<file path="config.mk">
export PLATFORM = sky130hd
export DESIGN_NAME = i2c_master_pin_sequencer_unit
export DESIGN_NICKNAME = d
export VERILOG_FILES = /design/src/rtl/i2cms_pkg.sv /design/src/rtl/i2c_master_pin_sequencer_unit.sv /design/src/rtl/i2cms_step.sv
export SDC_FILE = /design/constraint.sdc
export NUM_CORES = 1
export LEC_CHECK = 0
export ABC_AREA = 0
export BUFFER_PORTS_ARGS = -buffer_cell sky130_fd_sc_hd__buf_2
export CORE_MARGIN = 3
export CORE_UTILIZATION = 43
export CTS_CLUSTER_DIAMETER = 50
export CTS_CLUSTER_SIZE = 28
export DETAILED_ROUTE_END_ITERATION = 16
export MAX_ROUTING_LAYER = met4
export PLACE_DENSITY_LB_ADDON = 0.15
export REMOVE_ABC_BUFFERS = 1
export SYNTH_ARGS = -nofsm -noshare
export SYNTH_HDL_FRONTEND = slang
export SYNTH_SLANG_ARGS = --single-unit
</file>
<file path="constraint.sdc">
create_clock -name clk -period 2.49 [get_ports clk]
set_clock_uncertainty 0.15 [all_clocks]
set_input_delay 0.1245 -clock clk [delete_from_list [all_inputs] [get_ports clk]]
set_output_delay 0.1245 -clock clk [all_outputs]
set_load 0.01 [all_outputs]
</file>
<file path="src/rtl/i2cms_pkg.sv">
// Shared types, op codes and a helper function for the I2C master pin sequencer.
package i2cms_pkg;

    typedef enum logic [2:0] {
        OP_TICK  = 3'd0,
        OP_START = 3'd1,
        OP_STOP  = 3'd2,
        OP_WRITE = 3'd3,
        OP_READ  = 3'd4
    } op_t;

    localparam int unsigned OP_W       = 3;
    localparam int unsigned BYTE_W     = 8;
    localparam int unsigned COUNT_W    = 5;
    localparam int unsigned IN_DATA_W  = 16;
    localparam int unsigned OUT_DATA_W = 16;

    localparam logic [COUNT_W-1:0] COND_ACTIONS  = 5'd4;
    localparam logic [COUNT_W-1:0] WRITE_ACTIONS = 5'd27;
    localparam logic [COUNT_W-1:0] READ_ACTIONS  = 5'd21;

    // write: 8 bits x 3 actions, then ack clock low, release, clock high
    localparam logic [COUNT_W-1:0] WR_BITS_END = 5'd24;
    localparam logic [COUNT_W-1:0] WR_REL      = 5'd25;
    // read: clock low, release, 8 bits x 2 actions, clock low, ack drive, clock high
    localparam logic [COUNT_W-1:0] RD_BITS_END = 5'd18;
    localparam logic [COUNT_W-1:0] RD_ACK      = 5'd19;

    typedef struct packed {
        logic [OP_W-1:0]   op;
        logic [BYTE_W-1:0] tx_byte;
        logic              give_nack;
        logic              sda_level;
    } item_t;

    typedef struct packed {
        logic [OP_W-1:0]    command;
        logic [COUNT_W-1:0] action_count;
        logic [1:0]         phase;
        logic [BYTE_W-1:0]  tx_shift;
        logic [BYTE_W-1:0]  rx_shift;
        logic               nack_choice;
        logic               ack_result;
        logic               scl;
        logic               sda;
    } state_t;

    typedef struct packed {
        logic              scl_level;
        logic              sda_drive;
        logic              busy_res;
        logic              done_res;
        logic [BYTE_W-1:0] rx_byte;
        logic              ack_seen;
        logic              rejected;
    } result_t;

    function automatic logic [COUNT_W-1:0] total_actions(input logic [OP_W-1:0] cmd);
        logic [COUNT_W-1:0] n;
        case (cmd)
            OP_START: n = COND_ACTIONS;
            OP_STOP:  n = COND_ACTIONS;
            OP_WRITE: n = WRITE_ACTIONS;
            OP_READ:  n = READ_ACTIONS;
            default:  n = '0;
        endcase
        return n;
    endfunction

endpackage

</file>
<file path="src/rtl/i2c_master_pin_sequencer_unit.sv">
// Top level of the I2C master pin sequencer: input register, step logic, result register.
//
//  port group | dir | tdata (low bit up)                          | tuser
//  s_axis     | in  | tx_byte, give_nack, sda_level, zero pad     | op
//  m_axis     | out | scl_level, sda_drive, busy_res, done_res,   | -
//             |     | rx_byte, ack_seen, rejected, zero pad       |
//
// One beat per clock unless m_axis stalls; an accepted beat waits in the input register
// until the output can advance; that edge updates state and loads the result register.
// Reset puts both pins released, no command pending, output empty.
// A stall on m_axis holds the result; the input register still takes one beat.
module i2c_master_pin_sequencer_unit (
    input  logic                                 clk,
    input  logic                                 rst_n,
    input  logic                                 s_axis_tvalid,
    output logic                                 s_axis_tready,
    // tx_byte[7:0], give_nack[8], sda_level[9], zero[15:10]
    input  logic [i2cms_pkg::IN_DATA_W-1:0]      s_axis_tdata,
    // op[2:0]
    input  logic [i2cms_pkg::OP_W-1:0]           s_axis_tuser,
    output logic                                 m_axis_tvalid,
    input  logic                                 m_axis_tready,
    // scl_level[0], sda_drive[1], busy_res[2], done_res[3], rx_byte[11:4],
    // ack_seen[12], rejected[13], zero[15:14]
    output logic [i2cms_pkg::OUT_DATA_W-1:0]     m_axis_tdata
);

    logic               in_valid_reg;
    i2cms_pkg::item_t   in_item_reg;
    i2cms_pkg::state_t  state_reg;
    i2cms_pkg::state_t  state_next;
    logic               out_valid_reg;
    i2cms_pkg::result_t out_res_reg;
    i2cms_pkg::result_t res_next;
    logic               adv;

    assign adv           = !out_valid_reg || m_axis_tready;
    assign s_axis_tready = !in_valid_reg || adv;

    i2cms_step u_step (
        .item (in_item_reg),
        .cur  (state_reg),
        .nxt  (state_next),
        .res  (res_next)
    );

    always_ff @(posedge clk or negedge rst_n)
    begin
        if (!rst_n)
        begin
            in_valid_reg  <= 1'b0;
            out_valid_reg <= 1'b0;
            state_reg     <= '{command: i2cms_pkg::OP_TICK, action_count: '0, phase: '0,
                               tx_shift: '0, rx_shift: '0, nack_choice: 1'b0,
                               ack_result: 1'b0, scl: 1'b1, sda: 1'b1};
        end
        else
        begin
            if (s_axis_tready)
                in_valid_reg <= s_axis_tvalid;
            if (adv)
            begin
                out_valid_reg <= in_valid_reg;
                if (in_valid_reg)
                    state_reg <= state_next;
            end
        end
    end

    always_ff @(posedge clk)
    begin
        if (s_axis_tready && s_axis_tvalid)
        begin
            in_item_reg.op        <= s_axis_tuser;
            in_item_reg.tx_byte   <= s_axis_tdata[7:0];
            in_item_reg.give_nack <= s_axis_tdata[8];
            in_item_reg.sda_level <= s_axis_tdata[9];
        end
        if (adv && in_valid_reg)
            out_res_reg <= res_next;
    end

    assign m_axis_tvalid = out_valid_reg;
    assign m_axis_tdata  = {2'b00, out_res_reg.rejected, out_res_reg.ack_seen,
                            out_res_reg.rx_byte, out_res_reg.done_res, out_res_reg.busy_res,
                            out_res_reg.sda_drive, out_res_reg.scl_level};

    a_done_idle: assert property (@(posedge clk) disable iff (!rst_n)
        out_valid_reg && out_res_reg.done_res |-> !out_res_reg.busy_res)
        else $error("done reported while a command is still pending");

    a_done_not_rej: assert property (@(posedge clk) disable iff (!rst_n)
        out_valid_reg |-> !(out_res_reg.done_res && out_res_reg.rejected))
        else $error("done and rejected in the same beat");

    a_count_bound: assert property (@(posedge clk) disable iff (!rst_n)
        (i2cms_pkg::total_actions(state_reg.command) != '0) |->
            (state_reg.action_count < i2cms_pkg::total_actions(state_reg.command)))
        else $error("action count ran past the command length");

    a_state_hold: assert property (@(posedge clk) disable iff (!rst_n)
        !(adv && in_valid_reg) |=> $stable(state_reg))
        else $error("state changed without a beat being processed");

endmodule

</file>
<file path="src/rtl/i2cms_step.sv">
// Single-item update: at most one pin action or command load (a command while busy is rejected), and the result word.
module i2cms_step (
    input  i2cms_pkg::item_t   item,
    input  i2cms_pkg::state_t  cur,
    output i2cms_pkg::state_t  nxt,
    output i2cms_pkg::result_t res
);

    logic [i2cms_pkg::COUNT_W-1:0] total;
    logic [i2cms_pkg::COUNT_W-1:0] cnt_inc;
    logic                          busy;
    logic                          done;
    logic                          rej;
    logic                          is_start;

    assign total    = i2cms_pkg::total_actions(cur.command);
    assign busy     = (total != '0);
    assign cnt_inc  = cur.action_count + 5'd1;
    assign is_start = (cur.command == i2cms_pkg::OP_START);

    always_comb
    begin
        nxt  = cur;
        done = 1'b0;
        rej  = 1'b0;
        case (item.op)
            i2cms_pkg::OP_TICK:
            begin
                if (busy)
                begin
                    case (cur.command)
                        i2cms_pkg::OP_START, i2cms_pkg::OP_STOP:
                        begin
                            case (cur.action_count)
                                5'd0:    nxt.scl = 1'b0;
                                5'd1:    nxt.sda = is_start;
                                5'd2:    nxt.scl = 1'b1;
                                default: nxt.sda = !is_start;
                            endcase
                        end
                        i2cms_pkg::OP_WRITE:
                        begin
                            if (cur.action_count < i2cms_pkg::WR_BITS_END)
                            begin
                                case (cur.phase)
                                    2'd0:    nxt.scl = 1'b0;
                                    2'd1:
                                    begin
                                        nxt.sda      = cur.tx_shift[i2cms_pkg::BYTE_W-1];
                                        nxt.tx_shift = {cur.tx_shift[i2cms_pkg::BYTE_W-2:0], 1'b0};
                                    end
                                    default: nxt.scl = 1'b1;
                                endcase
                                nxt.phase = (cur.phase == 2'd2) ? 2'd0 : cur.phase + 2'd1;
                            end
                            else if (cur.action_count == i2cms_pkg::WR_BITS_END)
                                nxt.scl = 1'b0;
                            else if (cur.action_count == i2cms_pkg::WR_REL)
                                nxt.sda = 1'b1;
                            else
                            begin
                                nxt.scl        = 1'b1;
                                nxt.ack_result = item.sda_level;
                            end
                        end
                        default:
                        begin
                            if (cur.action_count == 5'd0)
                                nxt.scl = 1'b0;
                            else if (cur.action_count == 5'd1)
                                nxt.sda = 1'b1;
                            else if (cur.action_count < i2cms_pkg::RD_BITS_END)
                            begin
                                if (!cur.action_count[0])
                                    nxt.scl = 1'b0;
                                else
                                begin
                                    nxt.scl      = 1'b1;
                                    nxt.rx_shift = {cur.rx_shift[i2cms_pkg::BYTE_W-2:0],
                                                    item.sda_level};
                                end
                            end
                            else if (cur.action_count == i2cms_pkg::RD_BITS_END)
                                nxt.scl = 1'b0;
                            else if (cur.action_count == i2cms_pkg::RD_ACK)
                                nxt.sda = cur.nack_choice;
                            else
                                nxt.scl = 1'b1;
                        end
                    endcase
                    if (cnt_inc >= total)
                    begin
                        nxt.command      = i2cms_pkg::OP_TICK;
                        nxt.action_count = '0;
                        done             = 1'b1;
                    end
                    else
                        nxt.action_count = cnt_inc;
                end
            end
            i2cms_pkg::OP_START, i2cms_pkg::OP_STOP, i2cms_pkg::OP_WRITE, i2cms_pkg::OP_READ:
            begin
                if (busy)
                    rej = 1'b1;
                else
                begin
                    nxt.command      = item.op;
                    nxt.action_count = '0;
                    nxt.phase        = 2'd0;
                    if (item.op == i2cms_pkg::OP_WRITE)
                        nxt.tx_shift = item.tx_byte;
                    if (item.op == i2cms_pkg::OP_READ)
                        nxt.nack_choice = item.give_nack;
                end
            end
            default: ;
        endcase
    end

    always_comb
    begin
        res.scl_level = nxt.scl;
        res.sda_drive = nxt.sda;
        res.busy_res  = (i2cms_pkg::total_actions(nxt.command) != '0);
        res.done_res  = done;
        res.rx_byte   = nxt.rx_shift;
        res.ack_seen  = nxt.ack_result;
        res.rejected  = rej;
    end

endmodule
</file>
# After elaboration in Yosys (flattened, before gate mapping)
# Index checks and enable logic that the tools add are counted.
[totals]
register_bits = 59
inputBits = 23
elab_cells = 124
output_inout_bits = 18
[op_classes]
n_addsub = 2
n_bitwise = 1
n_eq_ne = 26
muxes = 46
reduce_logical = 24
n_lt_le_gt_ge = 3
[ops]
columns = ["cell", "n"]
rows = [
  ["two-way mux 8 bit", 8],
  ["case mux 18 bit (2 select lines)", 1],
  ["case mux 5 bit (3 select lines)", 2],
  ["two-way mux 26 bit", 1],
  ["== test 5 bit, second input constant", 4],
  ["two-way mux 1 bit", 20],
  ["two-way mux 10 bit", 2],
  ["== test 3 x 2 -> 1 bit, second input constant", 6],
  ["two-way mux 18 bit", 1],
  ["less-than comparator 5 bit, second input constant", 2],
  ["AND reduction 5 bit", 2],
  ["nonzero test 5 bit", 2],
  ["== test 3 x 1 -> 1 bit, second input constant", 3],
  ["== test 3 bit, second input constant", 3],
  ["two-way mux 3 bit", 3],
  ["AND reduction 9 bit", 1],
  ["AND reduction 7 bit", 1],
  ["two-way mux 2 bit", 3],
  ["inequality test 2 x 1 -> 1 bit, second input constant", 3],
  ["inequality test 2 bit, second input constant", 3],
  ["case mux 1 bit (2 select lines)", 3],
  ["OR reduction 2 bit", 3],
  ["adder 5 x 1 -> 5 bit, second input constant", 1],
  ["== test 5 x 1 -> 1 bit, second input constant", 1],
  ["18 further kinds", 23],
]

# Logic depth before layout (Yosys ltp)
[logic_depth]
depth_word = 11
mapped_depth = 12
ltp_nobuf = 11

# Hierarchy
# Synthesis repeated with hierarchy kept, for this count alone.
[hier_totals]
cells_unflattened = 308
area_unflattened_um2 = 3602.2
[modules_own_cells]
columns = ["mod", "cells_per_inst", "area_each_um2", "n_inst", "seq_area_each_um2"]
rows = [
  ["i2c_master_pin_sequencer_unit", 102, 2168.3, 1, 1614.0],
  ["i2cms_step", 206, 1433.9, 1, 0.0],
]

# Least setup slack after synthesis
# Ideal clock, no wire load.
[synth_path]
path_kind = "register to register"
start = "register state_reg[27] (netlist bit)"
end = "register out_res_reg (netlist bit m_axis_tdata[2]), data pin"
path_stages_with_launch = 13
required_time_ns = 2.173
period_less_slack_ns = 2.763
n_path_buf = 1
arrival_time_ns = 2.446
setup_ns = 0.167
slack_ns = -0.273
path_cell_list = "dfrtp_1 buf_2 nor2b_1 and2_1 inv_1 nand2_1 ha_1 nor2b_1 o21ai_0 maj3_1 a21oi_1 a211oi_1 a211oi_1"
[synth_lines]
columns = ["item", "line_no", "rtl"]
rows = [
  ["start, declared", "i2c_master_pin_sequencer_unit.sv:30", "i2cms_pkg::state_t state_reg;"],
  ["start signal, assigned", "i2c_master_pin_sequencer_unit.sv:53", "state_reg <= '{command: i2cms_pkg::OP_TICK, action_count: '0, phase: '0,"],
  ["start signal, assigned", "i2c_master_pin_sequencer_unit.sv:65", "state_reg <= state_next;"],
  ["end signal, assigned", "i2c_master_pin_sequencer_unit.sv:80", "out_res_reg <= res_next;"],
  ["end, declared", "i2c_master_pin_sequencer_unit.sv:33", "i2cms_pkg::result_t out_res_reg;"],
]

# Worst setup path after layout
[layout_path]
start = "register state_reg[28] (netlist bit)"
end = "register state_reg[24] (netlist bit)"
[layout_between]
elab_chain_cells = 7
elab_cells_between_ends = 14
cone_classes = "order compare (1); eq/ne (6); mux (4); reduce/logical (3)"
[layout_rtl]
columns = ["item", "line_no", "rtl"]
rows = [
  ["== test 3 x 2 -> 1 bit or == test 3 x 1 -> 1 bit (tied branches)", "i2cms_pkg.sv:60", "case (cmd)"],
  ["OR reduction 2 bit (no source line)", "-", ""],
  ["case mux 5 bit (3 select lines) *", "i2cms_pkg.sv:60", ""],
  [">= comparator 5 bit", "i2cms_step.sv:91", "if (cnt_inc >= total)"],
  ["two-way mux 5 bit", "i2cms_step.sv:91", ""],
  ["two-way mux 26 bit", "i2cms_step.sv:29", "if (busy)"],
  ["case mux 18 bit (2 select lines)", "i2cms_step.sv:26", "case (item.op)"],
]
# Every way passes the cells marked *; elsewhere a longest branch is shown, timed or not. The select of a mux whose other input is x is not followed.
# A chain may end at the register's enable or synchronous reset.

==> reports/results.tsv <==
metric	value	unit
violations	negative setup slack	
synth_top_family_by_area	compound AO/OA/AOI/OAI gates	
dr.pass1.iters	4	
start_util	0.4570	
critPathMaxFanout	5	
insertedDiodeCount	0	
track_usage	0.1843	
path_cells	nor2_2 > nand2_1 > nand2_2 > ha_4 > nor2b_1 > o21ai_2 > maj3_2 > a211o_4 > nor3b_2 > a21o_1	
drive_gt1_frac	0.4121	
slowest_delay	0.46	ns
portBuffers	32	
detail-route-antenna-nets	0	
path_buf_inv	0	
fin_util	0.6328	
design.die.area	8490	µm²
synth_cell_types	57	
cpLargestDelayFamily	simple AND/OR/NAND/NOR gates	
drtIter0Drc	140	
critPathSlowestCell	dfrtp_2	
regToRegSetupSlack	-0.03	ns
maxSlewViolCount	0	
ir_worst_vdd	0.4855	mV
worstRegToRegCells	10	
fin_worst_hold_slack	0.2544	ns
root_buffer	clkbuf_8	
synth_edf_count	27	
finalNetCount	424	
async_reset_ff_frac	0.5424	
clkSinkCount	59	
p_total	4.454	mW
fmax	396.1	MHz
min_period	2.525	ns
worstPathArrival	2.66	ns
rows	30	
htree_num_levels	3	
yosys-mux-area-fraction	0.09412	
drc	0	
cp.required	2.62	ns
fin_cells	494	
rsz0062_at_grt	true	
fin_crit_sh	1.014	
clock_latency	0.35	ns
status	finished, violations left	
criticalPathCategory	reg2reg	
synthSimpleGateAreaFrac	0.1325	
gr-total-overflow	0	
synth_compound_gate_area_share	0.1710	
ys_top_cells_by_area	edfxtp_1 (25%), dfrtp_1 (24%), mux2_2 (8.5%)	
gp_congestion	0.8328	
yosys_most_used_dff	dfrtp_1	
grt_pass1_vias	2454	
fp.dieH	92.14	µm
hold_path_class	in2async	
setup_viol	2	
synthAdderAreaFrac	0.03451	
syn_area	3191	µm²
wl_per_cell	15.12	µm
cts_buffers	9	
cts_tree	yes	
clock_path_buffers	2	
crit_cells	10	
p_per_area	1008	nW/µm²
largest_register_ffs	30	
avgSynthCellArea	10.82	µm²
io_pins	41	
grt_pass1_wl	11.87	mm
synth-seq-cells	59	
p_leak	1.867	nW
viasPerCell	5.263	
setup_slack	-0.03477	ns
die_w	92.14	µm
core	6982	µm²
syn2layout_area_growth	38.47	%
synth.largest_area_cell	edfxtp_1	
grt_start_max_net_pins	33	
synth_xor_area_frac	0.02196	
wirelength	7.470	mm
ys_warn_count	0	
antenna_found_initial	0	
ys_seq_area_frac	0.5059	
tightestPinTransition	0.7536	ns
drv_cap	0	
end_kind	flip-flop	
slew_headroom	0.4976	
hold_viol	0	
syn-instance-count	295	
startpoint_type	flip-flop	
yosys.area.top_type_share	0.2541	
dp_slack	-0.1914	ns
placedCellCount	454	
path_clk_slew	0.08	ns
dp_hpwl	4.919	mm
via_count	2600	
-- Yosys cell counts, drive strengths merged, types with 5 or more instances --
library cell / number
a21oi: 16
o21ai: 21
mux2: 24
nor2: 15
clkbuf: 6
nand2: 39
buf: 9
edfxtp: 27
nand2b: 5
xnor2: 6
a22oi: 7
nand3: 7
inv: 9
ha: 8
dfrtp: 30
a211oi: 5
-- cells in the final DEF, fill, tap and decap left out, types with 7 or more instances in the layout --
| cell type | netlist | final |
|---|---|---|
| nor2_1 | 15 | 11 |
| o21ai_0 | 20 | 18 |
| edfxtp_1 | 27 | 27 |
| dlygate4sd3_1 | 0 | 17 |
| dfrtp_1 | 30 | 28 |
| clkbuf_8 | 0 | 9 |
| buf_2 | 3 | 32 |
| nand2_1 | 39 | 36 |
| buf_4 | 3 | 45 |
| inv_1 | 9 | 8 |
| a21oi_1 | 15 | 12 |
| mux2_2 | 24 | 18 |
| a22oi_1 | 7 | 7 |
-- kinds of logic after synthesis --
logic type,after synthesis
fa+ha+maj,9
buf+inv,25
compound gates,76
flops,59
simple gates,90
xor+xnor,8
other cells,1
mux,27
-- stage by stage --
stage / setup TNS [ns] / instance area [µm²]
floorplan: -2.852 / 3108
global route: -0.6417 / 4418
CTS: -0.03569 / 4228
finish: -0.05354 / 4418
detailed placement: -1.070 / 3739
global placement: -0.4825 / 3739
-- worst paths after layout --
path,from,endpoint
max in group asynchronous,rst_n,state_reg[27]$_DFFE_PN0P_
setup reg to reg,state_reg[28]$_DFFE_PN0P_,state_reg[24]$_DFFE_PN0P_
setup / recovery,state_reg[28]$_DFFE_PN0P_,state_reg[24]$_DFFE_PN0P_
hold reg to reg,state_reg[2]$_DFFE_PN0P_,state_reg[2]$_DFFE_PN0P_
min in group clk,state_reg[2]$_DFFE_PN0P_,state_reg[2]$_DFFE_PN0P_
hold / removal,rst_n,m_axis_tvalid$_DFFE_PN0N_
-- what timing repair did --
action | in CTS | in global routing
pin swaps | 8 | 17
gates resized for setup | 13 | 35
hold buffers | 17 | 0
setup endpoints to repair | 16 | 24
buffers inserted | 2 | 6
endpoints found under the hold margin | 45 | 0
-- area by class of cell --
class | count | area [µm²]
Clock buffer | 9 | 123.9
Clock inverter | 7 | 123.9
Fill cell | 573 | 2564
Inverter | 10 | 37.54
Multi-Input combinational cell | 212 | 1640
Sequential cell | 59 | 1617
Tap cell | 96 | 120.1
Timing Repair Buffer | 101 | 755.7
-- layer usage --
layer  wire, µm  vias up  global-route usage
met5          0        -                   -
li1           -     1269                   -
met3        384       11             0.04266
met1       3325     1245              0.2253
met4        105        0             0.06931
met2       3655       75              0.2981
-- power breakdown --
part	internal [mW]	switching (mW)
Sequential	1.16	0.0946
Clock	0.671	0.413
Combinational	1.06	1.05
No activity file was read; power rests on OpenSTA's default activity.
